--- src/hw/rtl/isort_pkg.sv ---
// ----------------------------------------------------------------------------
// isort_pkg
// Shared sizes for the insertion sorter and its element memory.
// ----------------------------------------------------------------------------
`default_nettype none

package isort_pkg;

    localparam int MAX_ELEMENTS = 64;
    localparam int ADDR_W       = $clog2(MAX_ELEMENTS);
    localparam int CNT_W        = $clog2(MAX_ELEMENTS + 1);
    localparam int DATA_W       = 32;

endpackage

`default_nettype wire

--- src/hw/rtl/insertion_sorter_unit.sv ---
// ----------------------------------------------------------------------------
// insertion_sorter_unit
// Insertion sorter for runs of signed 32-bit values, held in one element RAM.
// ----------------------------------------------------------------------------
// Each value taken on the slave stream is inserted into a sorted list kept in
// a 64-entry RAM; the transaction with tlast set closes the set, and the whole
// list is then sent out in ascending order, tlast marking the final element
// and tuser flagging a set from which values beyond capacity were dropped.
// One RAM read and one RAM write per cycle set the timing. The linear
// search (search_mode 0) reads the list from its top and shifts each of the
// k entries larger than the new value up by one before writing the value.
// The binary search (search_mode 1) makes at most ceil(log2(n + 1)) probes
// into a list of n entries, then shifts the k entries above the insertion
// point up in the same way. A value that arrives while the RAM is full is
// dropped. Each result of a set is read from the RAM and then loaded into
// the output register; the read waits while the master side stalls. The
// user must write search_mode over the cfg channel only while the unit is
// idle; the unit itself does not enforce this.
`default_nettype none

module insertion_sorter_unit (
    input  wire logic        clk,
    input  wire logic        rst_n,
    // Configuration: bit 0 is search_mode.
    input  wire logic        cfg_valid,
    output logic             cfg_ready,
    input  wire logic        cfg_data,
    // Slave stream.
    input  wire logic        s_axis_tvalid,
    output logic             s_axis_tready,
    input  wire logic [31:0] s_axis_tdata,   // [31:0] value
    input  wire logic        s_axis_tlast,   // end_of_set
    // Master stream.
    output logic             m_axis_tvalid,
    input  wire logic        m_axis_tready,
    output logic      [31:0] m_axis_tdata,   // [31:0] sorted_value
    output logic             m_axis_tlast,   // final_result
    output logic             m_axis_tuser    // [0] overflow
);

    localparam int AW = isort_pkg::ADDR_W;
    localparam int CW = isort_pkg::CNT_W;
    localparam int DW = isort_pkg::DATA_W;

    typedef enum logic [2:0] {
        ST_IDLE,
        ST_BIN_RD,
        ST_BIN_CMP,
        ST_SCAN,
        ST_WRITE,
        ST_OUT_RD,
        ST_OUT_LD
    } state_t;

    state_t               state_reg, state_next;
    logic                 mode_reg;
    logic                 binary_reg, binary_next;
    logic [CW-1:0]        count_reg, count_next;
    logic                 ovf_reg, ovf_next;
    logic [CW-1:0]        p_reg, p_next;
    logic [CW-1:0]        lo_reg, lo_next;
    logic [CW-1:0]        hi_reg, hi_next;
    logic [CW-1:0]        pos_reg, pos_next;
    logic signed [DW-1:0] value_reg, value_next;
    logic                 last_reg, last_next;
    logic                 out_valid_reg, out_valid_next;
    logic [DW-1:0]        out_data_reg, out_data_next;
    logic                 out_last_reg, out_last_next;
    logic                 out_ovf_reg, out_ovf_next;

    logic                 ram_wr_en;
    logic [AW-1:0]        ram_wr_addr;
    logic [DW-1:0]        ram_wr_data;
    logic                 ram_rd_en;
    logic [AW-1:0]        ram_rd_addr;
    logic [DW-1:0]        ram_rd_data;

    logic [CW-1:0]        mid;
    logic [CW:0]          mid_sum;
    logic                 move;
    logic [CW-1:0]        p_dec;

    isort_ram #(
        .WIDTH(DW),
        .DEPTH(isort_pkg::MAX_ELEMENTS)
    ) u_ram (
        .clk    (clk),
        .wr_en  (ram_wr_en),
        .wr_addr(ram_wr_addr),
        .wr_data(ram_wr_data),
        .rd_en  (ram_rd_en),
        .rd_addr(ram_rd_addr),
        .rd_data(ram_rd_data)
    );

    assign cfg_ready     = 1'b1;
    assign s_axis_tready = (state_reg == ST_IDLE);
    assign m_axis_tvalid = out_valid_reg;
    assign m_axis_tdata  = out_data_reg;
    assign m_axis_tlast  = out_last_reg;
    assign m_axis_tuser  = out_ovf_reg;

    assign mid_sum = {1'b0, lo_reg} + {1'b0, hi_reg};
    assign mid     = CW'(mid_sum >> 1);
    assign move    = binary_reg || ($signed(ram_rd_data) > value_reg);
    assign p_dec   = p_reg - CW'(1);

    always_comb
    begin
        state_next     = state_reg;
        binary_next    = binary_reg;
        count_next     = count_reg;
        ovf_next       = ovf_reg;
        p_next         = p_reg;
        lo_next        = lo_reg;
        hi_next        = hi_reg;
        pos_next       = pos_reg;
        value_next     = value_reg;
        last_next      = last_reg;
        out_valid_next = out_valid_reg && !m_axis_tready;
        out_data_next  = out_data_reg;
        out_last_next  = out_last_reg;
        out_ovf_next   = out_ovf_reg;
        ram_wr_en      = 1'b0;
        ram_wr_addr    = p_reg[AW-1:0];
        ram_wr_data    = value_reg;
        ram_rd_en      = 1'b0;
        ram_rd_addr    = '0;

        case (state_reg)
            ST_IDLE:
            begin
                if (s_axis_tvalid)
                begin
                    value_next  = s_axis_tdata;
                    last_next   = s_axis_tlast;
                    binary_next = mode_reg;
                    pos_next    = '0;
                    p_next      = count_reg;
                    if (count_reg == CW'(isort_pkg::MAX_ELEMENTS))
                    begin
                        ovf_next = 1'b1;
                        p_next   = '0;
                        if (s_axis_tlast)
                        begin
                            state_next = ST_OUT_RD;
                        end
                    end
                    else if (mode_reg)
                    begin
                        lo_next    = '0;
                        hi_next    = count_reg;
                        state_next = ST_BIN_RD;
                    end
                    else if (count_reg == '0)
                    begin
                        state_next = ST_WRITE;
                    end
                    else
                    begin
                        ram_rd_en   = 1'b1;
                        ram_rd_addr = AW'(count_reg - CW'(1));
                        state_next  = ST_SCAN;
                    end
                end
            end

            ST_BIN_RD:
            begin
                if (lo_reg < hi_reg)
                begin
                    ram_rd_en   = 1'b1;
                    ram_rd_addr = mid[AW-1:0];
                    state_next  = ST_BIN_CMP;
                end
                else
                begin
                    pos_next = lo_reg;
                    p_next   = count_reg;
                    if (count_reg == lo_reg)
                    begin
                        state_next = ST_WRITE;
                    end
                    else
                    begin
                        ram_rd_en   = 1'b1;
                        ram_rd_addr = AW'(count_reg - CW'(1));
                        state_next  = ST_SCAN;
                    end
                end
            end

            ST_BIN_CMP:
            begin
                if (value_reg == $signed(ram_rd_data))
                begin
                    lo_next = mid;
                    hi_next = mid;
                end
                else if (value_reg < $signed(ram_rd_data))
                begin
                    hi_next = mid;
                end
                else
                begin
                    lo_next = mid + CW'(1);
                end
                state_next = ST_BIN_RD;
            end

            ST_SCAN:
            begin
                ram_wr_en = 1'b1;
                if (move)
                begin
                    ram_wr_data = ram_rd_data;
                    p_next      = p_dec;
                    if (p_dec == pos_reg)
                    begin
                        state_next = ST_WRITE;
                    end
                    else
                    begin
                        ram_rd_en   = 1'b1;
                        ram_rd_addr = AW'(p_reg - CW'(2));
                    end
                end
                else
                begin
                    count_next = count_reg + CW'(1);
                    p_next     = '0;
                    state_next = last_reg ? ST_OUT_RD : ST_IDLE;
                end
            end

            ST_WRITE:
            begin
                ram_wr_en  = 1'b1;
                count_next = count_reg + CW'(1);
                p_next     = '0;
                state_next = last_reg ? ST_OUT_RD : ST_IDLE;
            end

            ST_OUT_RD:
            begin
                ram_rd_en   = 1'b1;
                ram_rd_addr = p_reg[AW-1:0];
                if (!out_valid_reg || m_axis_tready)
                begin
                    state_next = ST_OUT_LD;
                end
            end

            ST_OUT_LD:
            begin
                out_valid_next = 1'b1;
                out_data_next  = ram_rd_data;
                out_ovf_next   = ovf_reg;
                out_last_next  = (p_reg == count_reg - CW'(1));
                if (p_reg == count_reg - CW'(1))
                begin
                    count_next = '0;
                    ovf_next   = 1'b0;
                    state_next = ST_IDLE;
                end
                else
                begin
                    p_next     = p_reg + CW'(1);
                    state_next = ST_OUT_RD;
                end
            end

            default:
            begin
                state_next = ST_IDLE;
            end
        endcase
    end

    always_ff @(posedge clk or negedge rst_n)
    begin
        if (!rst_n)
        begin
            state_reg     <= ST_IDLE;
            mode_reg      <= 1'b0;
            binary_reg    <= 1'b0;
            count_reg     <= '0;
            ovf_reg       <= 1'b0;
            p_reg         <= '0;
            lo_reg        <= '0;
            hi_reg        <= '0;
            pos_reg       <= '0;
            value_reg     <= '0;
            last_reg      <= 1'b0;
            out_valid_reg <= 1'b0;
            out_data_reg  <= '0;
            out_last_reg  <= 1'b0;
            out_ovf_reg   <= 1'b0;
        end
        else
        begin
            state_reg     <= state_next;
            if (cfg_valid)
            begin
                mode_reg <= cfg_data;
            end
            binary_reg    <= binary_next;
            count_reg     <= count_next;
            ovf_reg       <= ovf_next;
            p_reg         <= p_next;
            lo_reg        <= lo_next;
            hi_reg        <= hi_next;
            pos_reg       <= pos_next;
            value_reg     <= value_next;
            last_reg      <= last_next;
            out_valid_reg <= out_valid_next;
            out_data_reg  <= out_data_next;
            out_last_reg  <= out_last_next;
            out_ovf_reg   <= out_ovf_next;
        end
    end

endmodule

`default_nettype wire

--- src/hw/rtl/isort_ram.sv ---
// ----------------------------------------------------------------------------
// isort_ram
// Generic simple dual-port RAM: one write port, one read port, registered read.
// ----------------------------------------------------------------------------
`default_nettype none

module isort_ram #(
    parameter int WIDTH = 32,
    parameter int DEPTH = 64
) (
    input  wire logic                     clk,
    input  wire logic                     wr_en,
    input  wire logic [$clog2(DEPTH)-1:0] wr_addr,
    input  wire logic [WIDTH-1:0]         wr_data,
    input  wire logic                     rd_en,
    input  wire logic [$clog2(DEPTH)-1:0] rd_addr,
    output logic      [WIDTH-1:0]         rd_data
);

    logic [WIDTH-1:0] mem [DEPTH];

    always_ff @(posedge clk)
    begin
        if (wr_en)
        begin
            mem[wr_addr] <= wr_data;
        end
        if (rd_en)
        begin
            rd_data <= mem[rd_addr];
        end
    end

endmodule

`default_nettype wire
--- config.mk ---
export PLATFORM = sky130hd
export DESIGN_NAME = insertion_sorter_unit
export DESIGN_NICKNAME = d
export VERILOG_FILES = /design/src/hw/rtl/isort_pkg.sv /design/src/hw/rtl/insertion_sorter_unit.sv /design/src/hw/rtl/isort_ram.sv
export SDC_FILE = /design/constraint.sdc
export NUM_CORES = 2
export LEC_CHECK = 0
export BUFFER_PORTS_ARGS = -buffer_cell sky130_fd_sc_hd__clkbuf_2
export CORE_MARGIN = 2
export CORE_UTILIZATION = 40
export CTS_CLUSTER_SIZE = 10
export DETAILED_ROUTE_END_ITERATION = 12
export MAX_ROUTING_LAYER = met4
export PLACE_DENSITY = 0.61
export SETUP_SLACK_MARGIN = 0.5
export SLEW_MARGIN = 20
export SYNTH_ARGS = -nofsm -noshare
export SYNTH_HDL_FRONTEND = slang
export SYNTH_SLANG_ARGS = --single-unit
--- constraint.sdc ---
create_clock -name clk -period 7.2 [get_ports clk]
set_clock_uncertainty 0.05 [all_clocks]
set_input_delay 0.36 -clock clk [delete_from_list [all_inputs] [get_ports clk]]
set_output_delay 0.36 -clock clk [all_outputs]
set_load 0.05 [all_outputs]
==> flow_summary.ini <==
[drt]
wl_per_cell_um = 28.8
firstDrtPassIters = 8
detailedRoute.firstIterationViolations = 8137
detailroute.via_count = 56800
remaining_drc_errors = 0
routed_wire_length_um = 276000
detail_route.vias_per_cell = 5.94
ant_nets = 0

[setup_path]
reg2reg_slack_ns = 0.91
critPathLaunchType = register
critPathCaptureType = register
crit_path_max_fanout = 60
worst-endpoint-required_ns = 7.63
critical_path_class = register to register
cp_data_arrival_time_ns = 6.72

[clocking]
clk_pin_slew_ns = 0.06
cts.hold.buffers_added = 40
post_cts_buffers = 0
clk_latency_ns = 0.88
cts_repair_resize_count = 0
cts_root_buf = clkbuf_16
number_of_sinks_on_the_clock_net = 2189
buffers_from_clock_root_to_sink_at_most = 3
cts-htree-levels = 4
cts_inserted_buffers = 240
cts_tree = yes

[logic_synthesis]
syn-mean-instance-area_um2 = 14.0
ys_seq_elements = 2189
synth-edff-count = 2080
post-synth-top-area-cell = edfxtp_1
synth.top_cell.area_share_pct = 70.6
synth_cell_type_count = 84
netlist_area_mm2 = 0.0885
synth_top_flop_cell = edfxtp_1
yosys-top-cells-count = 2080 x edfxtp_1, 1526 x nand2_1, 475 x nand3_1
yosysSeqAreaShare_pct = 73.7
synthesis.nets = 6423
yosys_warnings = 0
synthMostInstantiatedCell = edfxtp_1
synth_area_leaders = edfxtp_1 71%, nand2_1 6.5%, mux2i_1 3.2%, dfrtp_1 3.1%, nand3_1 2.7%
synth-async-reset-ratio_pct = 4.98
synthesis.instances = 6329

[run_status]
outcome = finished, final reports clean

[placement]
gp_congestion = 0.944
place_inst = 9197
place.detailed.hpwl_um = 161000
port_buffers = 74

[final_layout]
drive_above_1_share_pct = 11.3
top_register = u_ram.mem
area_growth_pct = 13.6
non_filler_instance_count_after_layout = 9574
flip_flop_count_of_the_largest_register_after_layout = 2048
nets = 6616

[timing]
report.final.slew_viol_count = 0
final-setup-viol-count = 0
setup_repair_after_global_routing_missed_its_margin = no
hold_viol_final = 0
fmaxAchievable_mhz = 159
finalCritPeriodShare_pct = 87.4
timing.final.crit_period_ns = 6.29
worstMarginPinSlew_ns = 1.23
remaining_max_slew_budget_at_the_tightest_pin_pct = 17.5
fin_tns_setup_ns = 0

[floorplanning]
dieHeight_um = 474
top_level_ports = 76
rows = 172
die_width_um = 474
die_footprint_mm2 = 0.225
floorplan.initialDensity_pct = 40.3
core_area_mm2 = 0.220

[min_path]
worstHoldPathType = input pin to register

[grt]
grt_max_degree = 128
global_route_wire_length_before_repair_um = 390000
globalRouteOverflowTotal = 0
antenna_found_initial = 11
global_route.usage.total_pct = 24.7
grt_pass1_vias = 53700

[job]
drv_cap = 0
## final timing paths
check | end | cells past startpoint | from
min in group asynchronous | value_reg[25] | 3 | rst_n
worst min-delay path | value_reg[24] | 3 | s_axis_tdata[24]
max in group asynchronous | p_reg[0] | 4 | rst_n
worst max register to register | u_ram.rd_data[11] | 16 | u_ram.rd_data[31]
worst max-delay path | u_ram.rd_data[11] | 16 | u_ram.rd_data[31]
worst min register to register | m_axis_tdata[2] | 2 | m_axis_tdata[2]
## routing by layer
metal  share of wire [%]  wire length (µm)  GRT usage (%)  vias to the layer above
met2                  46            126000           37.2                     3221
met3                  10             28600           4.34                      562
met4                 4.5             12500           10.1                        0
li1                    -                 -              -                    24100
met1                  39            109000           33.3                    29000
met5                   0                 0              -                        -
## kinds of logic after synthesis
| family | after synthesis | synth area share, % |
|---|---|---|
| DFF | 2189 | 73.7 |
| and+or+nand+nor | 2433 | 11.9 |
| xor gates and xnor gates | 50 | 0.543 |
| AOI/OAI and AO/OA | 791 | 6.58 |
| buffers and inverters | 458 | 2.36 |
| adders and majority gates | 55 | 0.787 |
| other | 1 | 0.00424 |
| muxes | 352 | 4.08 |
## placed cells by master (no fill, tap or decap), types with 32 or more instances in the layout
cell type,n
dlygate4sd3_1,39
nand4_1,107
edfxtp_1,2080
clkbuf_1,65
and3_1,133
mux2_2,61
buf_4,214
ha_1,54
a211oi_1,34
a21oi_1,220
a22oi_1,35
nor2_1,43
nand3_1,475
a32oi_1,38
a221oi_1,37
a22o_1,60
a32o_1,32
nor2_4,67
clkbuf_16,242
clkbuf_2,73
nand2_1,1526
dfrtp_1,109
o21ai_0,66
mux2i_1,286
inv_1,53
a311oi_1,118
## final cells by class
type	instances	area, µm²
Clock inverter	20	328
Inverter	54	203
Clock buffer	308	6310
Multi-Input combinational cell	3682	21800
Fill cell	19000	119000
Timing Repair Buffer	355	2930
Sequential cell	2189	65200
Antenna cell	8	20.0
Tap cell	2958	3700
## through the flow
step / hold slack [ns] / worst slack [ns] / area (µm²) / utilization, %
6_report: 0.218 / 0.909 / 100000 / 45.7
5_1_grt: 0.190 / 0.884 / 100000 / 45.7
4_1_cts: 0.151 / 1.04 / 100000 / 45.7
3_5_place_dp: 0.372 / 1.07 / 93400 / 42.5
3_3_place_gp: 0.369 / 1.13 / 93400 / 42.5
2_1_floorplan: 0.0144 / 1.77 / 88500 / -
## worst max-delay path, cell delays in order (launching register included)
cell,delay (ns)
edfxtp_1,0.38
inv_1,0.07
ha_1,0.51
nand4_1,0.46
o211ai_1,0.62
o21ai_0,0.20
a31oi_1,0.21
buf_4,0.21
o21ba_4,0.58
buf_12,0.32
buf_12,0.29
buf_4,0.44
mux2i_1,0.23
a221oi_1,0.10
nand3_1,0.23
and3_1,0.39
nand4_1,0.44
Power is not shown: default switching activity piles up to over one toggle a cycle in this logic, so the estimate is an artifact.
